File: config.mk
export PLATFORM = sky130hd
export DESIGN_NAME = ir_ring_direction_finder
export DESIGN_NICKNAME = d
export VERILOG_FILES = /design/src/hdl/irdf_pkg.sv /design/src/hdl/irdf_ctrl.sv /design/src/hdl/irdf_datapath.sv /design/src/hdl/ir_ring_direction_finder.sv
export SDC_FILE = /design/constraint.sdc
export NUM_CORES = 1
export LEC_CHECK = 0
export BUFFER_PORTS_ARGS = -buffer_cell sky130_fd_sc_hd__clkbuf_2
export CAP_MARGIN = 10
export CORE_MARGIN = 2
export CORE_UTILIZATION = 60
export CTS_BUF_LIST = sky130_fd_sc_hd__clkbuf_16
export DETAILED_ROUTE_END_ITERATION = 12
export PLACE_DENSITY = 0.81
export SYNTH_ARGS = -nofsm -noshare
export SYNTH_HDL_FRONTEND = slang
export SYNTH_SLANG_ARGS = --single-unit
File: constraint.sdc
create_clock -name clk -period 12.9 [get_ports clk]
set_input_delay 2.58 -clock clk [delete_from_list [all_inputs] [get_ports clk]]
set_output_delay 2.58 -clock clk [all_outputs]
set_load 0.03 [all_outputs]
File: src/hdl/irdf_pkg.sv
// shared types and constants of the ir ring direction finder
// no dependencies
`default_nettype none

package irdf_pkg;

  localparam int MAX_SENSORS = 8;
  localparam int IDX_W       = $clog2(MAX_SENSORS);
  localparam int CNT_W       = 4;
  localparam int ANG_W       = 16;
  localparam int DIR_W       = 13;
  localparam int NUM_W       = 24;
  localparam int DEN_W       = 7;
  localparam int DVD_W       = NUM_W + 4;
  localparam int DIV_STEPS   = DVD_W / 2;
  localparam int CFG_IDX_W   = 3;
  localparam int CFG_DATA_W  = 64;
  localparam int WALK_LEN    = 7;

  typedef enum logic [CFG_IDX_W-1:0] {
    REG_SENSOR_COUNT  = 3'd0,
    REG_COUNT_LIMIT   = 3'd1,
    REG_ANY_THRESHOLD = 3'd2,
    REG_ANGLES_LOW    = 3'd3,
    REG_ANGLES_HIGH   = 3'd4
  } reg_idx_t;

  typedef struct packed {
    logic [3:0]            sensor_count;
    logic [CNT_W-1:0]      count_limit;
    logic [CNT_W-1:0]      any_threshold;
    logic [CFG_DATA_W-1:0] angles_low;
    logic [CFG_DATA_W-1:0] angles_high;
  } cfg_t;

  typedef struct packed {
    logic             update;
    logic             scan;
    logic             walk;
    logic             div_load;
    logic             div_step;
    logic             fold;
    logic             load_out;
    logic [IDX_W-1:0] step;
  } cmd_t;

  typedef struct packed {
    logic scan_last;
  } sts_t;

endpackage

`default_nettype wire

File: src/hdl/irdf_ctrl.sv
// sequencer of the ir ring direction finder: scan, window walk, divide, fold
// depends on irdf_pkg
`default_nettype none

module irdf_ctrl
  import irdf_pkg::*;
(
  input  wire logic clk,
  input  wire logic rst_n,
  input  wire logic in_valid,
  output logic      in_stall,
  output logic      out_valid,
  input  wire logic out_stall,
  input  wire sts_t sts,
  output cmd_t      cmd
);

  typedef enum logic [2:0] {
    S_IDLE,
    S_SCAN,
    S_WALK,
    S_DIV,
    S_FOLD,
    S_HOLD
  } state_t;

  state_t     state_r;
  logic [3:0] step_r;
  logic       out_valid_r;

  assign in_stall  = (state_r != S_IDLE);
  assign out_valid = out_valid_r;

  always_comb begin
    cmd      = '0;
    cmd.step = step_r[IDX_W-1:0];
    unique case (state_r)
      S_IDLE: cmd.update = in_valid;
      S_SCAN: cmd.scan = 1'b1;
      S_WALK: cmd.walk = 1'b1;
      S_DIV: begin
        cmd.div_load = (step_r == 4'd0);
        cmd.div_step = (step_r != 4'd0);
      end
      S_FOLD: cmd.fold = 1'b1;
      S_HOLD: cmd.load_out = !out_valid_r || !out_stall;
      default: cmd = '0;
    endcase
  end

  always_ff @(posedge clk) begin
    if (!rst_n) begin
      state_r     <= S_IDLE;
      step_r      <= 4'd0;
      out_valid_r <= 1'b0;
    end else begin
      out_valid_r <= cmd.load_out || (out_valid_r && out_stall);
      unique case (state_r)
        S_IDLE: begin
          if (in_valid) begin
            state_r <= S_SCAN;
            step_r  <= 4'd0;
          end
        end
        S_SCAN: begin
          if (sts.scan_last) begin
            state_r <= S_WALK;
            step_r  <= 4'd0;
          end else begin
            step_r <= step_r + 4'd1;
          end
        end
        S_WALK: begin
          if (step_r == 4'(WALK_LEN - 1)) begin
            state_r <= S_DIV;
            step_r  <= 4'd0;
          end else begin
            step_r <= step_r + 4'd1;
          end
        end
        S_DIV: begin
          if (step_r == 4'(DIV_STEPS)) begin
            state_r <= S_FOLD;
            step_r  <= 4'd0;
          end else begin
            step_r <= step_r + 4'd1;
          end
        end
        S_FOLD: state_r <= S_HOLD;
        S_HOLD: begin
          if (cmd.load_out) begin
            state_r <= S_IDLE;
          end
        end
        default: state_r <= S_IDLE;
      endcase
    end
  end

endmodule

`default_nettype wire

File: src/hdl/irdf_datapath.sv
// datapath of the ir ring direction finder: hit counters, peak scan,
// weighted window accumulation, 2-bit-per-cycle divider, fold and result register
// depends on irdf_pkg
`default_nettype none

module irdf_datapath
  import irdf_pkg::*;
(
  input  wire logic              clk,
  input  wire logic              rst_n,
  input  wire cfg_t              cfg,
  input  wire cmd_t              cmd,
  input  wire logic [MAX_SENSORS-1:0] in_sensor_levels,
  output sts_t                   sts,
  output logic                   out_source_found,
  output logic signed [DIR_W-1:0] out_direction,
  output logic                   out_above_threshold
);

  localparam int PROD_W = ANG_W + 1 + CNT_W + 1;
  localparam int FOLD_W = DVD_W + 1;
  localparam logic signed [FOLD_W-1:0] LIM_POS = FOLD_W'(2880);
  localparam logic signed [FOLD_W-1:0] LIM_NEG = -FOLD_W'(2880);
  localparam logic signed [FOLD_W-1:0] SPAN    = FOLD_W'(5760);
  localparam logic [IDX_W-1:0] OFF_SKIP = IDX_W'(5);

  logic [CNT_W-1:0]         cnt_r [MAX_SENSORS];
  logic [IDX_W-1:0]         best_r;
  logic [5:0]               best_sum_r;
  logic                     above_r;
  logic                     wrapped_r;
  logic signed [NUM_W-1:0]  num_r;
  logic [DEN_W-1:0]         den_r;
  logic [DVD_W-1:0]         q_r;
  logic [DEN_W-1:0]         rem_r;
  logic                     neg_r;
  logic signed [DIR_W-1:0]  dir_r;

  logic [3:0]               n_fit;
  logic [IDX_W-1:0]         n_last;
  logic [IDX_W-1:0]         left_idx;
  logic [IDX_W-1:0]         right_idx;
  logic [5:0]               scan_sum;
  logic signed [4:0]        wi;
  logic [IDX_W-1:0]         widx;
  logic                     wrapped_now;
  logic [2*MAX_SENSORS*ANG_W/2-1:0] ang_all;
  logic signed [ANG_W:0]    ang_w;
  logic signed [PROD_W-1:0] prod;
  logic [DEN_W:0]           dstep1;
  logic [DEN_W:0]           dstep2;
  logic signed [NUM_W-1:0]  num_abs;
  logic signed [FOLD_W-1:0] qs;
  logic signed [FOLD_W-1:0] fd;
  logic signed [DIR_W-1:0]  dir_sat;

  function automatic logic [DEN_W:0] div_bit(input logic [DEN_W-1:0] rem,
                                             input logic b,
                                             input logic [DEN_W-1:0] d);
    logic [DEN_W:0] t;
    t = {rem, b};
    if (t >= {1'b0, d}) begin
      return {1'b1, DEN_W'(t - {1'b0, d})};
    end else begin
      return {1'b0, t[DEN_W-1:0]};
    end
  endfunction

  assign ang_all = {cfg.angles_high, cfg.angles_low};

  always_comb begin
    priority if (cfg.sensor_count > 4'(MAX_SENSORS)) begin
      n_fit = 4'(MAX_SENSORS);
    end else if (cfg.sensor_count < 4'd4) begin
      n_fit = 4'd4;
    end else begin
      n_fit = cfg.sensor_count;
    end
  end

  assign n_last        = IDX_W'(n_fit - 4'd1);
  assign sts.scan_last = (cmd.step == n_last);

  // ring neighbours of the scanned sensor
  assign left_idx  = (cmd.step == '0) ? n_last : cmd.step - IDX_W'(1);
  assign right_idx = (cmd.step == n_last) ? '0 : cmd.step + IDX_W'(1);
  assign scan_sum  = 6'(cnt_r[cmd.step]) + 6'(cnt_r[left_idx]) + 6'(cnt_r[right_idx]);

  // window position, offsets -3..+3 around the peak
  always_comb begin
    wi = $signed({2'b00, best_r}) + $signed({2'b00, cmd.step}) - 5'sd3;
    priority if (wi < 5'sd0) begin
      wi = wi + $signed({1'b0, n_fit});
    end else if (wi >= $signed({1'b0, n_fit})) begin
      wi = wi - $signed({1'b0, n_fit});
    end
    widx = wi[IDX_W-1:0];
  end

  assign wrapped_now = ((cmd.step != '0) && wrapped_r) ||
                       ((cmd.step != OFF_SKIP) && (widx == '0));
  assign ang_w = $signed({ang_all[widx*ANG_W+ANG_W-1], ang_all[widx*ANG_W +: ANG_W]}) +
                 (wrapped_now ? (ANG_W+1)'(360) : '0);
  assign prod  = ang_w * $signed({1'b0, cnt_r[widx]});

  assign dstep1 = div_bit(rem_r, q_r[DVD_W-1], den_r);
  assign dstep2 = div_bit(dstep1[DEN_W-1:0], q_r[DVD_W-2], den_r);

  assign num_abs = num_r[NUM_W-1] ? -num_r : num_r;

  always_comb begin
    qs = neg_r ? -$signed({1'b0, q_r}) : $signed({1'b0, q_r});
    priority if (qs < LIM_NEG) begin
      fd = qs + SPAN;
    end else if (qs > LIM_POS) begin
      fd = qs - SPAN;
    end else begin
      fd = qs;
    end
    priority if (fd < LIM_NEG) begin
      dir_sat = DIR_W'(LIM_NEG);
    end else if (fd > LIM_POS) begin
      dir_sat = DIR_W'(LIM_POS);
    end else begin
      dir_sat = fd[DIR_W-1:0];
    end
  end

  always_ff @(posedge clk) begin
    if (!rst_n) begin
      for (int k = 0; k < MAX_SENSORS; k++) begin
        cnt_r[k] <= '0;
      end
    end else if (cmd.update) begin
      for (int k = 0; k < MAX_SENSORS; k++) begin
        if (4'(k) < n_fit) begin
          if (!in_sensor_levels[k]) begin
            if (cnt_r[k] < cfg.count_limit) begin
              cnt_r[k] <= cnt_r[k] + CNT_W'(1);
            end
          end else if (cnt_r[k] != '0) begin
            cnt_r[k] <= cnt_r[k] - CNT_W'(1);
          end
        end
      end
    end

    if (cmd.scan) begin
      if (cmd.step == '0) begin
        best_r     <= '0;
        best_sum_r <= scan_sum;
        above_r    <= (cnt_r[cmd.step] > cfg.any_threshold);
      end else begin
        if (scan_sum > best_sum_r) begin
          best_r     <= cmd.step;
          best_sum_r <= scan_sum;
        end
        if (cnt_r[cmd.step] > cfg.any_threshold) begin
          above_r <= 1'b1;
        end
      end
    end

    if (cmd.walk) begin
      wrapped_r <= wrapped_now;
      if (cmd.step == '0) begin
        num_r <= NUM_W'(prod);
        den_r <= DEN_W'(cnt_r[widx]);
      end else begin
        num_r <= num_r + NUM_W'(prod);
        den_r <= den_r + DEN_W'(cnt_r[widx]);
      end
    end

    if (cmd.div_load) begin
      q_r   <= {num_abs[NUM_W-1:0], 4'b0000};
      rem_r <= '0;
      neg_r <= num_r[NUM_W-1];
    end else if (cmd.div_step) begin
      q_r   <= {q_r[DVD_W-3:0], dstep1[DEN_W], dstep2[DEN_W]};
      rem_r <= dstep2[DEN_W-1:0];
    end

    if (cmd.fold) begin
      dir_r <= dir_sat;
    end

    if (cmd.load_out) begin
      out_source_found    <= (den_r != '0);
      out_direction       <= (den_r != '0) ? dir_r : '0;
      out_above_threshold <= above_r;
    end
  end

endmodule

`default_nettype wire

File: src/hdl/ir_ring_direction_finder.sv
// ir ring direction finder, top level: configuration registers, sequencer, datapath
// the sensor count is fitted to 4..8; one input at a time, the next is taken only once
// the last result is loaded; the scan walks one sensor per cycle and the divider
// retires two quotient bits per cycle
// reset: synchronous active-low rst_n clears the sequencer and hit counters
// and restores register defaults; depends on irdf_pkg, irdf_ctrl, irdf_datapath
`default_nettype none

module ir_ring_direction_finder
  import irdf_pkg::*;
(
  input  wire logic                   clk,
  input  wire logic                   rst_n,
  input  wire logic                   in_valid,
  output logic                        in_stall,
  input  wire logic [MAX_SENSORS-1:0] in_sensor_levels,
  output logic                        out_valid,
  input  wire logic                   out_stall,
  output logic                        out_source_found,
  output logic signed [DIR_W-1:0]     out_direction,
  output logic                        out_above_threshold,
  input  wire logic                   cfg_valid,
  output logic                        cfg_ready,
  input  wire logic [CFG_IDX_W-1:0]   cfg_index,
  input  wire logic [CFG_DATA_W-1:0]  cfg_data
);

  cfg_t cfg_r;
  cmd_t cmd;
  sts_t sts;

  assign cfg_ready = 1'b1;

  always_ff @(posedge clk) begin
    if (!rst_n) begin
      cfg_r.sensor_count  <= 4'(MAX_SENSORS);
      cfg_r.count_limit   <= CNT_W'(2);
      cfg_r.any_threshold <= '0;
      cfg_r.angles_low    <= '0;
      cfg_r.angles_high   <= '0;
    end else if (cfg_valid && cfg_ready) begin
      unique case (cfg_index)
        REG_SENSOR_COUNT:  cfg_r.sensor_count  <= cfg_data[3:0];
        REG_COUNT_LIMIT:   cfg_r.count_limit   <= cfg_data[CNT_W-1:0];
        REG_ANY_THRESHOLD: cfg_r.any_threshold <= cfg_data[CNT_W-1:0];
        REG_ANGLES_LOW:    cfg_r.angles_low    <= cfg_data;
        REG_ANGLES_HIGH:   cfg_r.angles_high   <= cfg_data;
        default: ;
      endcase
    end
  end

  irdf_ctrl u_ctrl (
    .clk       (clk),
    .rst_n     (rst_n),
    .in_valid  (in_valid),
    .in_stall  (in_stall),
    .out_valid (out_valid),
    .out_stall (out_stall),
    .sts       (sts),
    .cmd       (cmd)
  );

  irdf_datapath u_dp (
    .clk                 (clk),
    .rst_n               (rst_n),
    .cfg                 (cfg_r),
    .cmd                 (cmd),
    .in_sensor_levels    (in_sensor_levels),
    .sts                 (sts),
    .out_source_found    (out_source_found),
    .out_direction       (out_direction),
    .out_above_threshold (out_above_threshold)
  );

endmodule

`default_nettype wire

======== Word-level counts from Yosys, hierarchy flattened ========
Memory sizes are Yosys's and may differ from the RTL's.
Index checks and enable logic that the tools add are counted.
W data, S select, Z words.
storage, ports and cells
  bits of input ports ..................... 80
  word-level logic and storage cells ...... 323
  memories kept ........................... 1
  flip-flop bits (word level) ............. 254
  output and inout bits ................... 18
  RAM bits ................................ 32
memory list
  name        depth  width  read ports  clocked after memory_dff  write ports  RTL line             text
  u_dp.cnt_r  8      4      12          0                         8            irdf_datapath.sv:27  logic [CNT_W-1:0] cnt_r [MAX_SENSORS];
cells by class
  muxes and demuxes ....................... 156
  $lt $le $gt $ge ......................... 29
  bitwise logic cells ..................... 16
  eq/ne operators ......................... 18
  multipliers ............................. 1
  reductions and logical operators ........ 40
  shifts and indexed selects .............. 1
  add/subtract/negate cells ............... 37
operators by type and width
  kind                      count
  $shiftx A128 B8 Y16       1
  $mux W1                   105
  $mux W4                   23
  $mux W29                  3
  $gt A29 B13 Y1 const B    2
  $lt A29 B13 Y1 const B    2
  $mux W28                  2
  $mux W24                  2
  $reduce_bool A4 Y1        10
  $add A4 B1 Y4 const B     9
  $mux W3                   11
  $lt A32 B8 Y1 const B     1
  $lt A4 B4 Y1              8
  $sub A32 B1 Y32 const B   1
  $sub A4 B1 Y4 const B     8
  $add A29 B14 Y29 const B  1
  $neg A28 Y29              1
  $sub A29 B14 Y29 const B  1
  $add A24 B22 Y24          1
  $neg A24 Y24              1
  $mul A17 B5 Y22           1
  $pmux W3 S6               1
  $add A17 B9 Y17           1
  $ge A8 B7 Y1              2
  49 further kinds          100

======== Logic depth before layout (Yosys ltp) ========
  depth in word-level cells ............... 16
  depth in mapped cells ................... 56

======== Hierarchy ========
Synthesis repeated with hierarchy kept, for this count alone.
unflattened totals
  cells, all modules ...................... 2,766
  area, all modules ....................... 23,836.6 sq um
by module, submodules not included
  module                    sequential area each (sq um)  cells each  area an instance (sq um)  times used
  irdf_datapath             4,033.9                       2,160       17,854.6                  1
  ir_ring_direction_finder  2,802.7                       532         5,395.2                   1
  irdf_ctrl                 160.2                         74          586.8                     1

======== Worst setup path before layout ========
Ideal clock, no wire load.
  path kind ............................... register to register
  from .................................... register u_ctrl.state_r[2]
  to ...................................... register u_dp.num_r[23] (data pin)
  library setup time ...................... 259 ps
  arrival time ............................ 11,135 ps
  cell stages (with the launch flop) ...... 55
  path slack .............................. 1,506 ps
  data required time ...................... 12,641 ps
  path through ............................ dfxtp_1 > nand2_1 > and2_1 > clkbuf_1 > inv_1 > clkbuf_1 > ha_1 > inv_1 > fa_1 > xor2_1 > ha_1 > or3_1 > o22ai_2 > mux2i_1 > and2_1 > buf_2 > buf_2 > buf_1 > [... 19 more ...] > clkbuf_1 > nand3_1 > nand2_1 > a41oi_1 > a2111oi_0 > o31a_1 > o21a_1 > nor2_1 > o21ai_0 > xnor3_1 > inv_1 > ha_1 > a21o_1 > a21oi_1 > nand2_1 > xnor2_1 > nor2_1 > xnor2_1
between the ends
  cells in the longest elaborated chain, start to end .. 16
RTL lines
  element                                                   RTL line                                    text
  start, declared                                           irdf_ctrl.sv:27                             state_t state_r;
  start signal, assigned                                    irdf_ctrl.sv:53                             state_r <= S_IDLE;
  start signal, assigned                                    irdf_ctrl.sv:61                             state_r <= S_SCAN;
  start signal, assigned                                    irdf_ctrl.sv:67                             state_r <= S_WALK;
  $eq A3 B3 Y1, or another cell as far along                irdf_ctrl.sv:37                             unique case (state_r)
  $reduce_or A6 Y1 (no source line) (*)                     -
  $mux W3 (*)                                               irdf_ctrl.sv:37
  $add A3 B3 Y4                                             irdf_datapath.sv:91                         wi = $signed({2'b00, best_r}) + $signed({2'b00, cmd.step}) - 5'sd3;
  $sub A4 B2 Y5                                             irdf_datapath.sv:91
  $ge A5 B5 Y1 or $sub A3 B3 Y3 (tied branches)             irdf_datapath.sv:94, irdf_datapath.sv:95
  $mux W3                                                   irdf_datapath.sv:94                         end else if (wi >= $signed({1'b0, n_fit})) begin
  $mux W3                                                   irdf_datapath.sv:92                         priority if (wi < 5'sd0) begin
  $add A7 B5 Y8 or $logic_not A3 Y1 (tied branches)         irdf_datapath.sv:102, irdf_datapath.sv:101
  $sub A32 B1 Y32 or $logic_and A1 B1 Y1 (tied branches)    irdf_datapath.sv:102, irdf_datapath.sv:101
  $bmux W1 S7 or $logic_or A1 B1 Y1 (tied branches)         irdf_datapath.sv:102, irdf_datapath.sv:100
  $mux W1 (not written as such) or $mux W9 (tied branches)  irdf_datapath.sv:102, irdf_datapath.sv:103
  $add A17 B9 Y17                                           irdf_datapath.sv:102                        assign ang_w = $signed({ang_all[widx*ANG_W+ANG_W-1], ang_all[widx*ANG_W +: ANG_W]}) +
  $mul A17 B5 Y22                                           irdf_datapath.sv:104                        assign prod = ang_w * $signed({1'b0, cnt_r[widx]});
  $add A24 B22 Y24                                          irdf_datapath.sv:170                        num_r <= num_r + NUM_W'(prod);
  $mux W24 (*)                                              irdf_datapath.sv:166                        if (cmd.step == '0) begin
  end signal, assigned                                      irdf_datapath.sv:167                        num_r <= NUM_W'(prod);
  end signal, assigned                                      irdf_datapath.sv:170
  end, declared                                             irdf_datapath.sv:32                         logic signed [NUM_W-1:0] num_r;
Every way passes the cells marked *; elsewhere a longest branch is shown, timed or not. The select of a mux whose other input is x is not followed.
A chain may end at the register's enable or synchronous reset.

==> results.sh <==
export IMPL_grt_use_total=0.301
export IMPL_vias_per_cell=6.21
export IMPL_port_buffers=96
export IMPL_initial_core_util=0.612
export IMPL_synth_edf_count=127
export IMPL_async_flop_share=0
export IMPL_num_vias=21200
export IMPL_status="finished, final reports clean"
export IMPL_setup_viol=0
export IMPL_yosysSeqAreaShare=0.294
export IMPL_drive_gt1_frac=0.0924
export IMPL_clock_latency_ps=560
export IMPL_placed_area_mm2=0.0245
export IMPL_critPathMaxFanout=36
export IMPL_clockBufferDepth=3
export IMPL_fp_coreArea_mm2=0.0389
export IMPL_cts_max_level=2
export IMPL_pre_cts_ws_ps=1400
export IMPL_period_share=0.905
export IMPL_setup_tns_ps=0
export IMPL_cp_arrival_ps=11970
export IMPL_grt_overflow_total=0
export IMPL_synthesis_area_mm2=0.0238
export IMPL_wl_per_cell_um=18.4
export IMPL_first_pass_iters=6
export IMPL_setup_slack_ps=1220
export IMPL_antenna_found_initial=0
export IMPL_place_congestion=0.935
export IMPL_rsz0062_at_grt="false"
export IMPL_drt_total_wl_mm=62.9
export IMPL_hold_viol_final=0
export IMPL_critPathLaunchType="register"
export IMPL_die_height_um=203
export IMPL_end_kind="register"
export IMPL_rows=72
export IMPL_crit_required_ps=13190
export IMPL_area_growth_syn_to_layout_pct=7.48
export IMPL_cpMaxStageDelayCell="a2111oi_0"
export IMPL_critical_path_max_stage_delay_ps=620
export IMPL_drt_iter0_drc=1818
export IMPL_synth_area_top_cells="edfxtp_1, dfxtp_1, ha_1"
export IMPL_antenna_left=0
export IMPL_final_area_mm2=0.0256
export IMPL_synth_cell_types=97
export IMPL_root_buffer="clkbuf_16"
export IMPL_synth_top_cell_by_area="edfxtp_1"
export IMPL_dieArea_mm2=0.0413
export IMPL_crit_path_frequent_cell="ha_1"
export IMPL_fmax_ghz=0.0856
export IMPL_post_route_min_period_ps=11680
export IMPL_synth_seq_cells=286
export IMPL_skew_ps=28.3
export IMPL_drc=0
export IMPL_synth_top_area_share=0.160
export IMPL_synth_fp_nets=3179
export IMPL_io_pins=98
export IMPL_cts_resized=0
export IMPL_cts_clk_slew_worst_paths_ps=60
export IMPL_grt_max_degree=134
export IMPL_slew_limit_headroom=0.224
export IMPL_die_x_um=203
export IMPL_dp_hpwl_mm=46.2
export IMPL_worstMarginPinSlew_ps=1160
export IMPL_nets=3182
export IMPL_cts_hold_buffers=0
export IMPL_synth_cells=2874
export IMPL_path_class="register to register"
export IMPL_clkSinkCount=286
export IMPL_grt_pass1_vias=20500
export IMPL_ys_warn_count=0
export IMPL_cts_tree="built"
export IMPL_insertedDiodeCount=0
export IMPL_synth_top_flop_cell="dfxtp_1"
export IMPL_post_cts_buffers=0
export IMPL_slew_violations=0
export IMPL_min_path_type="register to register"
export IMPL_cts_inserted_buffers=34
export IMPL_grt_pass1_wl_mm=102
export IMPL_drv_cap=0
export IMPL_synth_area_per_cell_um2=8.29
## layout make-up
cell class | instances | area [um2]
Clock inverter | 27 | 253
Clock buffer | 34 | 851
Sequential cell | 286 | 7000
Timing Repair Buffer | 121 | 671
Multi-Input combinational cell | 2261 | 15500
Inverter | 173 | 649
Tap cell | 518 | 648
Fill cell | 3212 | 13300
## worst max-delay path, delay by kind of cell (launching register included)
| kind | cells | cell delay [ps] |
|---|---|---|
| simple gates | 14 | 2280 |
| fa+ha+maj | 11 | 3620 |
| compound gates | 11 | 2510 |
| xor+xnor | 5 | 1200 |
| mux | 1 | 440 |
| flops | 1 | 560 |
| buf+inv | 5 | 780 |
## stage by stage
step	hold WS (ps)	instances	utilization
floorplan	400	2874	-
global placement	442	3359	0.630
detailed placement	445	3359	0.630
CTS	449	3420	0.658
global route	456	3420	0.658
finish	448	3420	0.658
## path summary, 6_finish.rpt
check	from	to	slack, ps	cells past startpoint
hold / removal	u_dp.rem_r[6]	u_dp.rem_r[6]	450	2
hold reg to reg	u_dp.rem_r[6]	u_dp.rem_r[6]	450	2
setup reg to reg	u_ctrl.state_r[2]	u_dp.num_r[23]	1220	47
setup / recovery	u_ctrl.state_r[2]	u_dp.num_r[23]	1220	47
## registers in the layout, summed over array words and instances (netlist names)
name                      count
u_dp.num_r                   24
u_dp.dir_r                   13
u_dp.rem_r                    7
u_dp.out_source_found         1
u_ctrl.state_r                3
u_ctrl.out_valid              1
u_dp.best_r                   3
cfg_r                       140
u_dp.q_r                     28
u_dp.neg_r                    1
u_dp.out_direction           13
u_ctrl.step_r                 4
u_dp.wrapped_r                1
u_dp.above_r                  1
u_dp.den_r                    7
u_dp.out_above_threshold      1
u_dp.best_sum_r               6
u_dp.cnt_r                   32
## cell usage in the layout, fill, tap and decap left out, types with 51 or more instances in the layout
cell type | synthesis | final
a21boi_0 | 141 | 141
a21oi_1 | 123 | 122
clkbuf_2 | 0 | 95
dfxtp_1 | 159 | 159
edfxtp_1 | 127 | 127
fa_1 | 51 | 51
ha_1 | 174 | 174
inv_1 | 171 | 175
nand2_1 | 512 | 511
nand3_1 | 91 | 89
nor2_1 | 195 | 194
o21ai_0 | 115 | 115
xnor2_1 | 80 | 80
xor2_1 | 53 | 53
## synth_stat cells, drive strengths merged (51+ instances only)
cell,count
nand3,91
o21ai,122
edfxtp,127
nand2,512
a21oi,123
nor2,198
inv,172
dfxtp,159
clkbuf,110
xor2,54
ha,174
a21boi,142
fa,51
xnor2,80
## routing by layer
layer  up-vias  part of all wire  GRT usage
met2       802              0.48      0.510
met5         -                 0          0
met1     10100              0.42      0.394
li1      10200                 -          -
met4         0             0.034      0.115
met3       162             0.067     0.0380
## cells by family (layout without fill, tap and decap cells)
family,after synthesis,count (layout),synth area share
compound gates,669,669,0.192
xor+xnor,135,135,0.0505
fa+ha+maj,225,225,0.134
buf+inv,327,355,0.0555
flops,286,286,0.294
mux,87,87,0.0458
other cells,1,1,0.000157
simple gates,1144,1144,0.228
Power is left out: the tool's default activity adds up to more than one toggle a clock period on the data nets, which glitch-free logic cannot reach.
